--- config.mk ---
export PLATFORM = sky130hd
export DESIGN_NAME = pwm_motor_speed_controller_top
export DESIGN_NICKNAME = d
export VERILOG_FILES = /design/src/hw/rtl/pmsc_pkg.sv /design/src/hw/rtl/pmsc_csr.sv /design/src/hw/rtl/pmsc_core.sv /design/src/hw/rtl/pwm_motor_speed_controller_top.sv
export SDC_FILE = /design/constraint.sdc
export NUM_CORES = 1
export LEC_CHECK = 0
export ABC_AREA = 1
export BUFFER_PORTS_ARGS = -buffer_cell sky130_fd_sc_hd__buf_2
export CAP_MARGIN = 20
export CORE_UTILIZATION = 35
export DETAILED_ROUTE_END_ITERATION = 12
export PLACE_DENSITY = 0.55
export SYNTH_ARGS = -nofsm -noshare
export SYNTH_HDL_FRONTEND = slang
export SYNTH_SLANG_ARGS = --single-unit
--- constraint.sdc ---
create_clock -name clock -period 12 [get_ports clock]
set_input_delay 1.8 -clock clock [delete_from_list [all_inputs] [get_ports clock]]
set_output_delay 1.8 -clock clock [all_outputs]
set_load 0.01 [all_outputs]
--- src/hw/rtl/pmsc_pkg.sv ---
// shared types and codes of the pwm motor speed controller
`default_nettype none

package pmsc_pkg;

   // item kinds
   localparam logic [1:0] KIND_TICK   = 2'd0;
   localparam logic [1:0] KIND_SAMPLE = 2'd1;
   localparam logic [1:0] KIND_FASTER = 2'd2;
   localparam logic [1:0] KIND_SLOWER = 2'd3;

   // direction codes
   localparam logic [1:0] DIR_CW   = 2'd0;
   localparam logic [1:0] DIR_CCW  = 2'd1;
   localparam logic [1:0] DIR_NONE = 2'd2;

   // alarm codes
   localparam logic [1:0] ALARM_NORMAL = 2'd0;
   localparam logic [1:0] ALARM_WARN   = 2'd1;
   localparam logic [1:0] ALARM_OVER   = 2'd2;

   // register indexes
   localparam int CSR_INDEX_BITS = 3;
   localparam logic [CSR_INDEX_BITS-1:0] REG_WRAP_PERIOD = 3'd0;
   localparam logic [CSR_INDEX_BITS-1:0] REG_WARN_LEVEL  = 3'd1;
   localparam logic [CSR_INDEX_BITS-1:0] REG_TRIP_LEVEL  = 3'd2;
   localparam logic [CSR_INDEX_BITS-1:0] REG_TRIP_COUNT  = 3'd3;
   localparam logic [CSR_INDEX_BITS-1:0] REG_STEP_UP     = 3'd4;
   localparam logic [CSR_INDEX_BITS-1:0] REG_STEP_DOWN   = 3'd5;
   localparam logic [CSR_INDEX_BITS-1:0] REG_TRIM_MAX    = 3'd6;

   localparam int CSR_DATA_BITS = 8;
   localparam int REQ_DATA_BITS = 16;

   // the over counter stops here
   localparam logic [7:0] OVER_MAX = 8'hFF;

   typedef struct packed {
      logic [7:0] wrap_period;
      logic [7:0] warn_level;
      logic [7:0] trip_level;
      logic [7:0] trip_count;
      logic [7:0] step_up;
      logic [7:0] step_down;
      logic [7:0] trim_max;
   } cfg_type;

   typedef struct packed {
      logic [1:0] kind;
      logic [7:0] adc_sample;
      logic       cw_select;
      logic       ccw_select;
   } item_type;

endpackage

`default_nettype wire

--- src/hw/rtl/pmsc_csr.sv ---
// configuration register file
`default_nettype none

module pmsc_csr
   import pmsc_pkg::*;
(
   input  wire logic                      clock,
   input  wire logic                      reset,
   input  wire logic                      csr_valid,
   output logic                           csr_ready,
   input  wire logic [CSR_INDEX_BITS-1:0] csr_index,
   input  wire logic [CSR_DATA_BITS-1:0]  csr_wdata,
   output cfg_type                        cfg
);

   cfg_type cfg_ff;
   cfg_type cfg_in;

   assign csr_ready = 1'b1;
   assign cfg       = cfg_ff;

   always_comb begin
      cfg_in = cfg_ff;
      if (csr_valid) begin
         unique case (csr_index)
            REG_WRAP_PERIOD: cfg_in.wrap_period = csr_wdata;
            REG_WARN_LEVEL:  cfg_in.warn_level  = csr_wdata;
            REG_TRIP_LEVEL:  cfg_in.trip_level  = csr_wdata;
            REG_TRIP_COUNT:  cfg_in.trip_count  = csr_wdata;
            REG_STEP_UP:     cfg_in.step_up     = csr_wdata;
            REG_STEP_DOWN:   cfg_in.step_down   = csr_wdata;
            REG_TRIM_MAX:    cfg_in.trim_max    = csr_wdata;
            default:         cfg_in = cfg_ff;
         endcase
      end
   end

   always_ff @(posedge clock) begin
      if (reset) begin
         cfg_ff.wrap_period <= 8'd254;
         cfg_ff.warn_level  <= 8'd245;
         cfg_ff.trip_level  <= 8'd252;
         cfg_ff.trip_count  <= 8'd100;
         cfg_ff.step_up     <= 8'd8;
         cfg_ff.step_down   <= 8'd2;
         cfg_ff.trim_max    <= 8'd128;
      end else begin
         cfg_ff <= cfg_in;
      end
   end

endmodule

`default_nettype wire

--- src/hw/rtl/pmsc_core.sv ---
// controller state and the single-pass update for one item
`default_nettype none

module pmsc_core
   import pmsc_pkg::*;
#(
   parameter int SPEED_BITS = 8
) (
   input  wire logic                  clock,
   input  wire logic                  reset,
   input  wire logic                  item_valid,
   input  item_type                   item,
   input  cfg_type                    cfg,
   output logic [SPEED_BITS+6:0]      result
);

   localparam int CMP_BITS = (SPEED_BITS > 9) ? SPEED_BITS : 9;
   localparam logic [CMP_BITS-1:0] SPEED_MAX = CMP_BITS'((1 << SPEED_BITS) - 1);

   function automatic logic [1:0] classify(input logic [SPEED_BITS-1:0] s,
                                           input cfg_type c);
      logic [CMP_BITS-1:0] sx;
      sx = CMP_BITS'(s);
      if (sx >= CMP_BITS'(c.trip_level)) return ALARM_OVER;
      if (sx >= CMP_BITS'(c.warn_level)) return ALARM_WARN;
      return ALARM_NORMAL;
   endfunction

   logic [7:0]            cnt_ff, cnt_in;
   logic [7:0]            trim_ff, trim_in;
   logic [SPEED_BITS-1:0] speed_ff, speed_in;
   logic [1:0]            dir_ff, dir_in;
   logic [7:0]            over_ff, over_in;
   logic                  trip_ff, trip_in;

   logic [8:0]            cnt_next;
   logic [8:0]            up_sum;
   logic [CMP_BITS-1:0]   samp_sum;
   logic [SPEED_BITS-1:0] samp_speed;
   logic [1:0]            samp_band;
   logic                  pwm_on;

   assign cnt_next   = {1'b0, cnt_ff} + 9'd1;
   assign up_sum     = {1'b0, trim_ff} + {1'b0, cfg.step_up};
   assign samp_sum   = CMP_BITS'(item.adc_sample[7:1]) + CMP_BITS'(trim_ff);
   assign samp_speed = (samp_sum > SPEED_MAX) ? SPEED_MAX[SPEED_BITS-1:0]
                                              : samp_sum[SPEED_BITS-1:0];
   assign samp_band  = classify(samp_speed, cfg);

   always_comb begin
      cnt_in   = cnt_ff;
      trim_in  = trim_ff;
      speed_in = speed_ff;
      dir_in   = dir_ff;
      over_in  = over_ff;
      trip_in  = trip_ff;
      unique case (item.kind)
         KIND_TICK: begin
            cnt_in = (cnt_next >= {1'b0, cfg.wrap_period}) ? 8'd0 : cnt_next[7:0];
         end
         KIND_SAMPLE: begin
            if (trip_ff) begin
               dir_in = DIR_NONE;
            end else if (item.cw_select && !item.ccw_select) begin
               dir_in = DIR_CW;
            end else if (item.ccw_select && !item.cw_select) begin
               dir_in = DIR_CCW;
            end else begin
               dir_in = DIR_NONE;
            end
            if (samp_band == ALARM_OVER) begin
               over_in = (over_ff != OVER_MAX) ? over_ff + 8'd1 : over_ff;
            end else if (samp_band == ALARM_NORMAL) begin
               over_in = 8'd0;
            end
            if (over_in > cfg.trip_count) begin
               trip_in  = 1'b1;
               speed_in = '0;
               dir_in   = DIR_NONE;
            end else begin
               speed_in = samp_speed;
            end
         end
         KIND_FASTER: begin
            // presses only count while a direction is selected
            if (dir_ff != DIR_NONE) begin
               trim_in = (up_sum > {1'b0, cfg.trim_max}) ? cfg.trim_max : up_sum[7:0];
            end
         end
         KIND_SLOWER: begin
            trim_in = (trim_ff >= cfg.step_down) ? trim_ff - cfg.step_down : 8'd0;
         end
         default: begin
            cnt_in = cnt_ff;
         end
      endcase
   end

   assign pwm_on = CMP_BITS'(cnt_in) < CMP_BITS'(speed_in);

   // drive_cw, drive_ccw, speed, dir, alarm, trip from the lowest bit up
   assign result = {trip_in,
                    classify(speed_in, cfg),
                    dir_in,
                    speed_in,
                    pwm_on && (dir_in == DIR_CCW),
                    pwm_on && (dir_in == DIR_CW)};

   always_ff @(posedge clock) begin
      if (reset) begin
         cnt_ff   <= 8'd0;
         trim_ff  <= 8'd0;
         speed_ff <= '0;
         dir_ff   <= DIR_NONE;
         over_ff  <= 8'd0;
         trip_ff  <= 1'b0;
      end else if (item_valid) begin
         cnt_ff   <= cnt_in;
         trim_ff  <= trim_in;
         speed_ff <= speed_in;
         dir_ff   <= dir_in;
         over_ff  <= over_in;
         trip_ff  <= trip_in;
      end
   end

endmodule

`default_nettype wire

--- src/hw/rtl/pwm_motor_speed_controller_top.sv ---
// top level of the pwm motor speed controller with overspeed trip
// data path: an accepted transaction passes through the input register, then the
// state update and result register in one pass, before it shows on rsp
// throughput: one transaction per cycle while rsp is not stalled, set by the state update loop
// reset: synchronous, active high; clears state, channel valids and registers
// to their defaults, no clearing pass, the block accepts right after reset
`default_nettype none

module pwm_motor_speed_controller_top
   import pmsc_pkg::*;
#(
   parameter int SPEED_BITS = 8
) (
   input  wire logic                          clock,
   input  wire logic                          reset,
   // request channel
   input  wire logic                          req_tvalid,
   output logic                               req_tready,
   // adc_sample[7:0], cw_select[8], ccw_select[9], zero pad
   input  wire logic [REQ_DATA_BITS-1:0]      req_tdata,
   // kind[1:0]
   input  wire logic [1:0]                    req_tuser,
   // response channel
   output logic                               rsp_tvalid,
   input  wire logic                          rsp_tready,
   // drive_cw, drive_ccw, speed_now, dir_code, alarm_level, trip_flag, zero pad
   output logic [((SPEED_BITS+14)/8)*8-1:0]   rsp_tdata,
   // configuration write channel
   input  wire logic                          csr_valid,
   output logic                               csr_ready,
   input  wire logic [CSR_INDEX_BITS-1:0]     csr_index,
   input  wire logic [CSR_DATA_BITS-1:0]      csr_wdata
);

   localparam int RES_BITS = SPEED_BITS + 7;
   localparam int RSP_BITS = ((SPEED_BITS + 14) / 8) * 8;

   cfg_type               cfg;
   item_type              req_item;
   logic [RES_BITS-1:0]   result;

   // input register
   logic                  in_valid_ff, in_valid_in;
   item_type              in_item_ff;

   // result register
   logic                  rsp_valid_ff, rsp_valid_in;
   logic [RSP_BITS-1:0]   rsp_data_ff;

   logic                  advance;
   logic                  req_fire;

   assign req_item.kind       = req_tuser;
   assign req_item.adc_sample = req_tdata[7:0];
   assign req_item.cw_select  = req_tdata[8];
   assign req_item.ccw_select = req_tdata[9];

   // the held transaction moves on when the result register is free or being drained
   assign advance    = in_valid_ff && (!rsp_valid_ff || rsp_tready);
   assign req_tready = !in_valid_ff || advance;
   assign req_fire   = req_tvalid && req_tready;

   assign in_valid_in  = req_fire ? 1'b1 : (advance ? 1'b0 : in_valid_ff);
   assign rsp_valid_in = advance ? 1'b1 : (rsp_tready ? 1'b0 : rsp_valid_ff);

   always_ff @(posedge clock) begin
      if (reset) begin
         in_valid_ff  <= 1'b0;
         rsp_valid_ff <= 1'b0;
      end else begin
         in_valid_ff  <= in_valid_in;
         rsp_valid_ff <= rsp_valid_in;
      end
   end

   // payload registers, no reset needed
   always_ff @(posedge clock) begin
      if (req_fire) begin
         in_item_ff <= req_item;
      end
      if (advance) begin
         rsp_data_ff <= RSP_BITS'(result);
      end
   end

   assign rsp_tvalid = rsp_valid_ff;
   assign rsp_tdata  = rsp_data_ff;

   pmsc_csr u_csr (
      .clock     (clock),
      .reset     (reset),
      .csr_valid (csr_valid),
      .csr_ready (csr_ready),
      .csr_index (csr_index),
      .csr_wdata (csr_wdata),
      .cfg       (cfg)
   );

   // state update happens on the cycle the transaction leaves the input register
   pmsc_core #(
      .SPEED_BITS (SPEED_BITS)
   ) u_core (
      .clock      (clock),
      .reset      (reset),
      .item_valid (advance),
      .item       (in_item_ff),
      .cfg        (cfg),
      .result     (result)
   );

endmodule

`default_nettype wire

==> results_dict.tcl, run 1 <==
set metrics [dict create \
    status "completed" \
    post_drt_wl_per_cell_um 14.35 \
    drt_iter0_markers 258 \
    synth_top_area_cell "dfxtp_1" \
    maxCapViolations 0 \
    start_kind "flop" \
    max_freq_mhz 177.6 \
    post_drt_via_cell_ratio 4.824 \
    p_leak_nw 4.206 \
    grt_pass1_vias 5994 \
    critPathKind "reg -> reg" \
    tightest_slew_ns 0.9663 \
    min_period_over_period 0.4691 \
    postLayoutCellArea_sq_um 8698 \
    yosysWarnings 0 \
    numPortBuffers 43 \
    antenna_found_initial 0 \
    vias 6397 \
    synth_nets 1123 \
    period_minus_slack_ns 5.630 \
    ys_top_cells_by_area "dfxtp_1 (24%), ha_1 (15%), edfxtp_1 (10%)" \
    crit_slowest_cell "edfxtp_1" \
    peakVddDrop_v 0.00008964 \
    totalWireLength_mm 19.02 \
    die_height_um 149.6 \
    numCtsBuffers 17 \
    yosys_most_used_dff "dfxtp_1" \
    final_cell_mix "nand2_1 (163), inv_1 (154), a21oi_1 (101)" \
    n_antenna_cell 0 \
    num_io_pins 53 \
    power_density_nw_per_um2 128.8 \
    max-slew-margin-rel 0.3535 \
    slowest_delay_ns 0.41 \
    syn-instance-count 997 \
    synth-seq-cells 119 \
    p_comb_frac 0.148 \
    synth-seq-area-share 0.3467 \
    root_buffer "clkbuf_16" \
    postCtsSetupBuffers 0 \
    final_util 0.4112 \
    critical_path.max_fanout 6 \
    drive_above_1_share 0.1227 \
    timing.critical_path.mode_cell "nand2_1" \
    placed_cell_area_sq_um 8098 \
    ys_async_sr_fraction 0 \
    coreArea_sq_um 21150 \
    rsz0062_at_grt "false" \
    clockBufferDepth 2 \
    cts_tree "built" \
    drc 0 \
    p_int_mw 0.8124 \
    start_util 0.3603 \
    avgSynthCellArea_sq_um 7.645 \
    final_common_cell "nand2_1" \
    htreeDepth 4 \
    nets 1164 \
    synth_area_sq_um 7622 \
    clkSinkCount 119 \
    row_count 53 \
    n_fill_cell 2158 \
    cts_hold_buf 0 \
    grt_max_degree 49 \
    postCtsResizedCells 0 \
    yosysUniqueCellTypes 50 \
    arrival_ns 5.91 \
    gp_congestion 0.8109 \
    synth-edff-count 26 \
    die_x_um 149.6 \
    setup_violations 0 \
    ant_nets 0 \
    critPathCaptureType "flop" \
    min_path_type "reg -> reg" \
    p_sw_mw 0.3083 \
    grt_pass1_wl_mm 30.75 \
    first_pass_iters 4 \
    hpwlAfterDp_mm 14.35 \
    p_sw_frac 0.2751 \
    p_seq_frac 0.389 \
    grt_usage 0.1808 \
    grt-ovfl-total 0 \
    report.final.slew_viol_count 0 \
    clkPwrFrac 0.463 \
    hold_viol 0 \
    area_delta_synth_final_pct 14.12 \
    crit_required_ns 12.28 \
    die_area_sq_um 22370 \
    clkLatencyLatePin_ns 0.43 \
    yosys.area.top_type_share 0.2443 \
    tns_ns 0 \
    p_total_mw 1.121 \
    fin_skew_ns 0.01158 \
    clkSlewWorstSetupHoldPaths_ns 0.06 \
    whs_ns 0.4622 \
]
## synth_stat cells, types with 2 or more instances
master,number
nand3_2,5
nand2_4,4
a21o_1,3
fa_1,3
conb_1,2
nand2_1,163
o21ai_0,62
nor2_2,4
ha_1,89
edfxtp_1,26
or2_2,2
a21oi_1,101
buf_2,4
mux2i_1,2
nor3_2,4
o21ai_2,5
o21ai_1,16
nor3_1,3
xor2_1,19
o211ai_1,26
o21a_1,2
dfxtp_1,93
a21oi_2,3
a211oi_1,3
nor2_1,68
clkbuf_1,17
inv_2,15
buf_4,2
a31oi_1,5
clkinv_1,2
or2_1,3
inv_1,154
nand3_1,49
nand4_1,16
o2111ai_1,2
nand2_2,6
## power by group through the flow
stage               logic (mW)  registers (mW)  clock network, mW
detailed placement       0.165           0.445                  0
finish                   0.165           0.436              0.519
global route             0.191           0.438              0.546
floorplan                0.118           0.443                  0
CTS                      0.166           0.436              0.531
global placement         0.164           0.445                  0
## registers in the layout, indices dropped and copies added (netlist names)
name	count
u_csr.cfg	56
in_item_ff	11
u_core.dir_ff	2
rsp_tdata	15
rsp_tvalid	1
u_core.speed_ff	8
u_core.over_ff	8
u_core.trim_ff	8
u_core.trip_ff	1
u_core.cnt_ff	8
in_valid_ff	1
## metrics by stage
stage | std cells | setup WS (ns)
CTS | 1326 | 6.308
finish | 1326 | 6.370
global route | 1326 | 5.815
global placement | 1294 | 6.365
floorplan | 997 | 7.286
detailed placement | 1294 | 6.336
## worst max-delay path: cells and delay by family (launching register included)
family / cells / cell delay, ns
buf+inv: 3 / 0.24
xor+xnor: 1 / 0.18
flops: 1 / 0.41
simple gates: 20 / 2.20
fa+ha+maj: 5 / 1.58
compound gates: 6 / 0.91
## kinds of logic (layout without fill, tap and decap cells)
kind of cell | after synthesis | in the layout | synth area share
XOR/XNOR | 20 | 20 | 0.02298
other | 2 | 2 | 0.0009853
AO/OA/AOI/OAI | 233 | 233 | 0.1727
buffers and inverters | 194 | 248 | 0.09718
adder cells (fa/ha/maj) | 92 | 92 | 0.1540
multiplexers | 2 | 2 | 0.002627
AND/OR/NAND/NOR | 335 | 335 | 0.2029
flip-flops | 119 | 119 | 0.3467
## routing by layer
layer,share of wire,GRT usage,vias up
li1,-,-,3411
met1,0.52,0.2561,2862
met2,0.42,0.2727,104
met3,0.043,0.03445,20
met4,0.016,0.06020,0
met5,0,0,-
## cell type report
class / instances / area, sq um / area share
multi-input cells: 684 / 4239 / 0.4873
flip-flops and latches: 119 / 2643 / 0.3038
inverters: 171 / 641.9 / 0.07379
clock buffers: 21 / 483.0 / 0.05552
well taps: 275 / 344.1 / 0.03956
repair buffers: 45 / 230.2 / 0.02647
clock inverters: 11 / 117.6 / 0.01352
## final timing paths
kind	startpoint	end	slack, ns	cells after the start
min reg2reg	u_csr.cfg[11]	u_csr.cfg[11]	0.46	2
max	in_item_ff[3]	rsp_tdata[0]	6.37	35
min	u_csr.cfg[11]	u_csr.cfg[11]	0.46	2
max reg2reg	in_item_ff[3]	rsp_tdata[0]	6.37	35
Note: power is estimated with default switching activity, not from simulation.
==> inputs of run 2 (changes only) <==
Settings changed: ABC_AREA 1 to 0, PLACE_DENSITY 0.55 to 0.57.
Clock period 12 ns to 5 ns, I/O delays scaled along.
==> results_dict.tcl, run 2 <==
set metrics [dict create \
    status "finished with violations" \
    violations "negative setup slack" \
    power_density_nw_per_um2 288.3 \
    setup_ws_ns -1.020 \
    crit_slowest_cell "a2111o_1" \
    hold_viol 0 \
    yosys.area.top_type_share 0.2476 \
    peakVddDrop_v 0.0002280 \
    clkLatencyLatePin_ns 0.42 \
    synth_mux_area_frac 0.01697 \
    clockBufferDepth 2 \
    area_delta_synth_final_pct 28.97 \
    grt_max_degree 64 \
    totalWireLength_mm 21.52 \
    die_x_um 148.6 \
    drc 0 \
    fin_skew_ns 0.007164 \
    gp_congestion 0.8640 \
    ant_nets 0 \
    synth_fa_ha_area_frac 0.1561 \
    n_antenna_cell 0 \
    slowest_delay_ns 0.44 \
    post_drt_wl_per_cell_um 16.46 \
    num_io_pins 53 \
    nets 1145 \
    grt-ovfl-total 0 \
    yosysUniqueCellTypes 68 \
    synth_top_family_by_area "compound AO/OA/AOI/OAI gates" \
    ys_async_sr_fraction 0 \
    final_common_cell "nand2_1" \
    ff_latch_area_sq_um 2644 \
    synth_most_common_cell "nand2_1" \
    clkSlewWorstSetupHoldPaths_ns 0.06 \
    largest_reg_flops 56 \
    max-slew-margin-rel 0.2528 \
    drt_iter0_markers 366 \
    period_minus_slack_ns 6.020 \
    hpwlAfterDp_mm 15.99 \
    clkSinkCount 119 \
    synth_common_cells "nand2_1 (132), dfxtp_1 (93), ha_1 (89)" \
    max_freq_mhz 166.1 \
    synth_nets 1021 \
    numPortBuffers 43 \
    htreeDepth 4 \
    vias 6784 \
    synth_top_area_cell "dfxtp_1" \
    ys_top_cells_by_area "dfxtp_1 (25%), ha_1 (15%), edfxtp_1 (10%)" \
    first_pass_iters 5 \
    critical_path.max_fanout 4 \
    die_height_um 148.6 \
    crit_required_ns 5.25 \
    grt_pass1_vias 6234 \
    multi_input_area_sq_um 4883 \
    synth-edff-count 26 \
    rsz0062_at_grt "true" \
    synth-seq-area-share 0.3515 \
    die_area_sq_um 22070 \
    numCtsBuffers 17 \
    synth_xor_area_frac 0.02446 \
    synth-seq-cells 119 \
    holdPathEnd "u_core.speed_ff[0]" \
    yosysWarnings 0 \
    start_util 0.3577 \
    cts_hold_buf 0 \
    timing.critical_path.mode_cell "ha_4" \
    row_count 53 \
    critPathCaptureType "flop" \
    report.final.slew_viol_count 0 \
    min_period_over_period 1.204 \
    syn-instance-count 895 \
    n_fill_cell 2033 \
    yosys_most_used_dff "dfxtp_1" \
    arrival_ns 6.27 \
    tightest_slew_ns 1.117 \
    critPathKind "reg -> reg" \
    worstRegToRegCells 28 \
    coreArea_sq_um 21020 \
    setup_violations 12 \
    p_leak_nw 4.245 \
    grt_pass1_wl_mm 33.38 \
    hold-path-cell-count 2 \
    antenna_found_initial 0 \
    post_drt_via_cell_ratio 5.191 \
    reg2reg_to "rsp_tdata[12]" \
    synth-compound-area-share 0.2080 \
    synth-simple-area-share 0.1922 \
    synth_area_sq_um 7518 \
    grt_usage 0.1986 \
    place_ws_ns -1.006 \
    whs_ns 0.4511 \
    maxCapViolations 0 \
    worst_r2r_startpoint "in_item_ff[3]" \
    r2r_slack_ns -1.02 \
    p_total_mw 2.796 \
    final_util 0.4613 \
    min_path_type "reg -> reg" \
    avgSynthCellArea_sq_um 8.401 \
    root_buffer "clkbuf_16" \
    drive_above_1_share 0.2326 \
    cts_tree "built" \
    final_cell_mix "nand2_1 (128), dfxtp_1 (92), buf_4 (81)" \
    min_from "u_core.speed_ff[0]" \
    start_kind "flop" \
]
==> run 2: changes by cell type after synthesis, sizes merged, moves of 9 or more <==
cell / change
inv: -104
nand2: -41
o21ai: -30
a21oi: -28
nand3: -27
nand2b: +13
nand4: -12
nor2b: +12
xnor2: +12
xor2: -11
a211oi: +10
and3: +10
o21a: +9
==> run 2: cells by family after synthesis <==
kind of cell,after synthesis
AOI/OAI and AO/OA,238
and+or+nand+nor,318
adders and majority gates,92
other,2
muxes,12
buffers and inverters,93
xor gates and xnor gates,21
DFF,119
==> run 2: final cells by class <==
type | count | share of cell area
clock buffers | 22 | 0.05342
multi-input cells | 683 | 0.5036
well taps | 275 | 0.03548
flip-flops and latches | 119 | 0.2726
inverters | 65 | 0.02568
clock inverters | 10 | 0.01381
repair buffers | 133 | 0.09535
==> run 2: worst max-delay path by stage <==
| stage | startpoint | endpoint | cells after the start |
|---|---|---|---|
| 2_1_floorplan | in_item_ff[3] | rsp_tdata[1] | 27 |
| 3_3_place_gp | in_item_ff[3] | rsp_tdata[12] | 27 |
| 4_1_cts | in_item_ff[3] | rsp_tdata[12] | 29 |
| 6_report | in_item_ff[3] | rsp_tdata[12] | 28 |
| 3_5_place_dp | in_item_ff[3] | rsp_tdata[1] | 26 |
| 5_1_grt | in_item_ff[3] | rsp_tdata[12] | 29 |
==> run 2: through the flow <==
step | setup TNS (ns) | std cells | cell area [sq um]
after floorplan | -2.321 | 895 | 7626
after global placement | -3.604 | 1259 | 8607
after detailed placement | -4.272 | 1259 | 8607
after CTS | -3.472 | 1297 | 9378
after global routing | -8.242 | 1307 | 9697
final | -4.815 | 1307 | 9697
==> run 2: timing repair <==
item / in CTS / in global routing
pin swaps: 3 / 23
endpoints found under the hold margin: 0 / 0
resized for setup: 19 / 54
endpoints found under the setup margin: 13 / 17
setup buffers: 6 / 11
==> run 2: worst max-delay path: cells and delay by family (launching register included) <==
family	cells	cell delay [ns]
AOI/OAI and AO/OA	12	2.88
adders and majority gates	5	1.30
buffers and inverters	2	0.23
DFF	1	0.41
muxes	1	0.06
and+or+nand+nor	8	0.98
==> run 2: power by group <==
group	total [mW]	leakage, nW	switching (mW)	internal (mW)
combinational	0.424	2.91	0.240	0.184
clock	1.34	0.326	0.457	0.886
sequential	1.03	1.01	0.0162	1.01
total	2.80	4.25	0.714	2.08
==> run 2: per-layer routing <==
layer / vias up / share of wire / GRT usage
met1: 3207 / 0.48 / 0.2691
met2: 124 / 0.47 / 0.3168
met3: 22 / 0.039 / 0.03957
li1: 3431 / - / -
met4: 0 / 0.016 / 0.05979
met5: - / 0 / 0
==> inputs of run 3 (changes only) <==
Settings changed: CELL_PAD_IN_SITES_DETAIL_PLACEMENT set to 2, CELL_PAD_IN_SITES_GLOBAL_PLACEMENT set to 2, CORE_UTILIZATION 35 to 34, PLACE_DENSITY 0.57 to 0.81.
==> results_dict.tcl, run 3 (same netlist as run 2, synthesis figures left out) <==
set metrics [dict create \
    status "finished with violations" \
    violations "negative setup slack" \
    clkSlewWorstSetupHoldPaths_ns 0.06 \
    peakVddDrop_v 0.0002274 \
    p_total_mw 2.782 \
    clkLatencyLatePin_ns 0.45 \
    drt_iter0_markers 438 \
    power_density_nw_per_um2 284.8 \
    post_drt_via_cell_ratio 6.020 \
    gr-usage-met3 0.05273 \
    grt_use_met1 0.3559 \
    setup_ws_ns -2.188 \
    maxCapViolations 0 \
    start_util 0.3456 \
    grt.busiest_layer "met2" \
    grt_pass1_vias 8690 \
    cts_hold_buf 0 \
    drc 0 \
    die_x_um 150.7 \
    largest_reg_flops 56 \
    place_ws_ns -1.688 \
    use_met2 0.5795 \
    critPathCaptureType "flop" \
    arrival_ns 7.39 \
    final_common_cell "nand2_1" \
    grt_pass1_wl_mm 53.24 \
    grt_usage 0.3216 \
    nets 1147 \
    ant_nets 0 \
    hpwlAfterDp_mm 20.56 \
    antenna_found_initial 0 \
    first_pass_iters 7 \
    row_count 54 \
    max_freq_mhz 139.1 \
    n_antenna_cell 0 \
    area_delta_synth_final_pct 29.92 \
    critPathKind "reg -> reg" \
    htreeDepth 4 \
    die_height_um 150.7 \
    min_path_type "reg -> reg" \
    numPortBuffers 43 \
    num_io_pins 53 \
    vias 7910 \
    coreArea_sq_um 21760 \
    fin_skew_ns 0.01056 \
    crit_required_ns 5.20 \
    cts_tree "built" \
    period_minus_slack_ns 7.188 \
    min_period_over_period 1.438 \
    post_drt_wl_per_cell_um 28.46 \
    report.final.slew_viol_count 0 \
    numCtsBuffers 17 \
    grt_max_degree 65 \
    final_cell_mix "nand2_1 (125), dfxtp_1 (92), ha_1 (80)" \
    die_area_sq_um 22710 \
    start_kind "flop" \
    setup_violations 26 \
    root_buffer "clkbuf_16" \
    grt-ovfl-total 0 \
    drive_above_1_share 0.2524 \
    final_util 0.4490 \
    rsz0062_at_grt "true" \
    gp_congestion 0.8063 \
    clockBufferDepth 2 \
    hold_viol 0 \
    clkSinkCount 119 \
    p_leak_nw 4.248 \
    max-slew-margin-rel 0.3029 \
    critical_path.max_fanout 3 \
    tightest_slew_ns 1.044 \
    totalWireLength_mm 37.39 \
]
run 3: cell types whose count changed in the layout (fill, tap and decap cells not counted), moves of 4 or more:
cell,previous run,this run
a21oi_2,11,15
clkbuf_1,1,5
buf_6,9,13
o21ai_2,4,9
o21ai_1,8,4
a21oi_1,65,60
nor2_1,79,75
run 3: stage by stage:
step           TNS, ns  hold WS, ns  area, sq um  cells
3_3_place_gp    -5.701       0.4442         8606   1263
4_1_cts         -11.94       0.4579         9515   1311
5_1_grt         -23.83       0.4662         9768   1314
3_5_place_dp    -14.28       0.4533         8606   1263
2_1_floorplan   -2.321       0.4357         7626    895
6_report        -24.69       0.4670         9768   1314
run 3: power by group:
| part | internal (mW) | total, mW | switching, mW |
|---|---|---|---|
| clock network | 0.722 | 1.23 | 0.509 |
| registers | 1.01 | 1.03 | 0.0231 |
| logic | 0.201 | 0.516 | 0.315 |
run 3: final timing paths:
check / start / to / slack (ns) / cells after the start
max reg2reg: in_item_ff[3] / rsp_tdata[13] / -2.19 / 27
max: in_item_ff[3] / rsp_tdata[13] / -2.19 / 27
min reg2reg: u_csr.cfg[27] / u_csr.cfg[27] / 0.47 / 2
min: u_csr.cfg[27] / u_csr.cfg[27] / 0.47 / 2
run 3: critical path, stage by stage (launching register included):
cell	delay [ns]
edfxtp_1	0.46
ha_4	0.21
fa_2	0.39
a21o_1	0.27
a21oi_4	0.21
xor2_2	0.31
o21ai_4	0.16
ha_2	0.20
a2111o_1	0.49
o31ai_4	0.42
buf_4	0.19
mux2i_4	0.06
a22o_1	0.23
ha_1	0.30
and3_4	0.18
a221o_1	0.38
o211ai_4	0.35
o21a_1	0.20
nand2_1	0.09
and2_4	0.26
ha_4	0.20
nand2b_4	0.14
a21oi_2	0.16
nor2b_2	0.08
o21ai_2	0.22
a21oi_2	0.13
o41a_1	0.45
buf_4	0.16
run 3: final cells by class:
| cell class | instances | area, sq um |
|---|---|---|
| Clock inverter | 8 | 70.07 |
| Tap cell | 280 | 350.3 |
| Timing Repair Buffer | 135 | 962.2 |
| Multi-Input combinational cell | 683 | 5012 |
| Clock buffer | 24 | 483.0 |
| Inverter | 65 | 246.5 |
| Fill cell | 2348 | 11990 |
| Sequential cell | 119 | 2644 |
run 3: what timing repair did:
action / CTS / global route
pin swaps: 14 / 34
buffers inserted: 19 / 6
cloned: 0 / 0
gates resized for setup: 64 / 48
endpoints found under the setup margin: 26 / 26
endpoints found under the hold margin: 0 / 0
run 3: routing by layer:
metal	wire, um	vias up
met5	0	-
met4	2473	0
met3	1583	161
met2	18970	321
met1	14370	3993
li1	-	3435
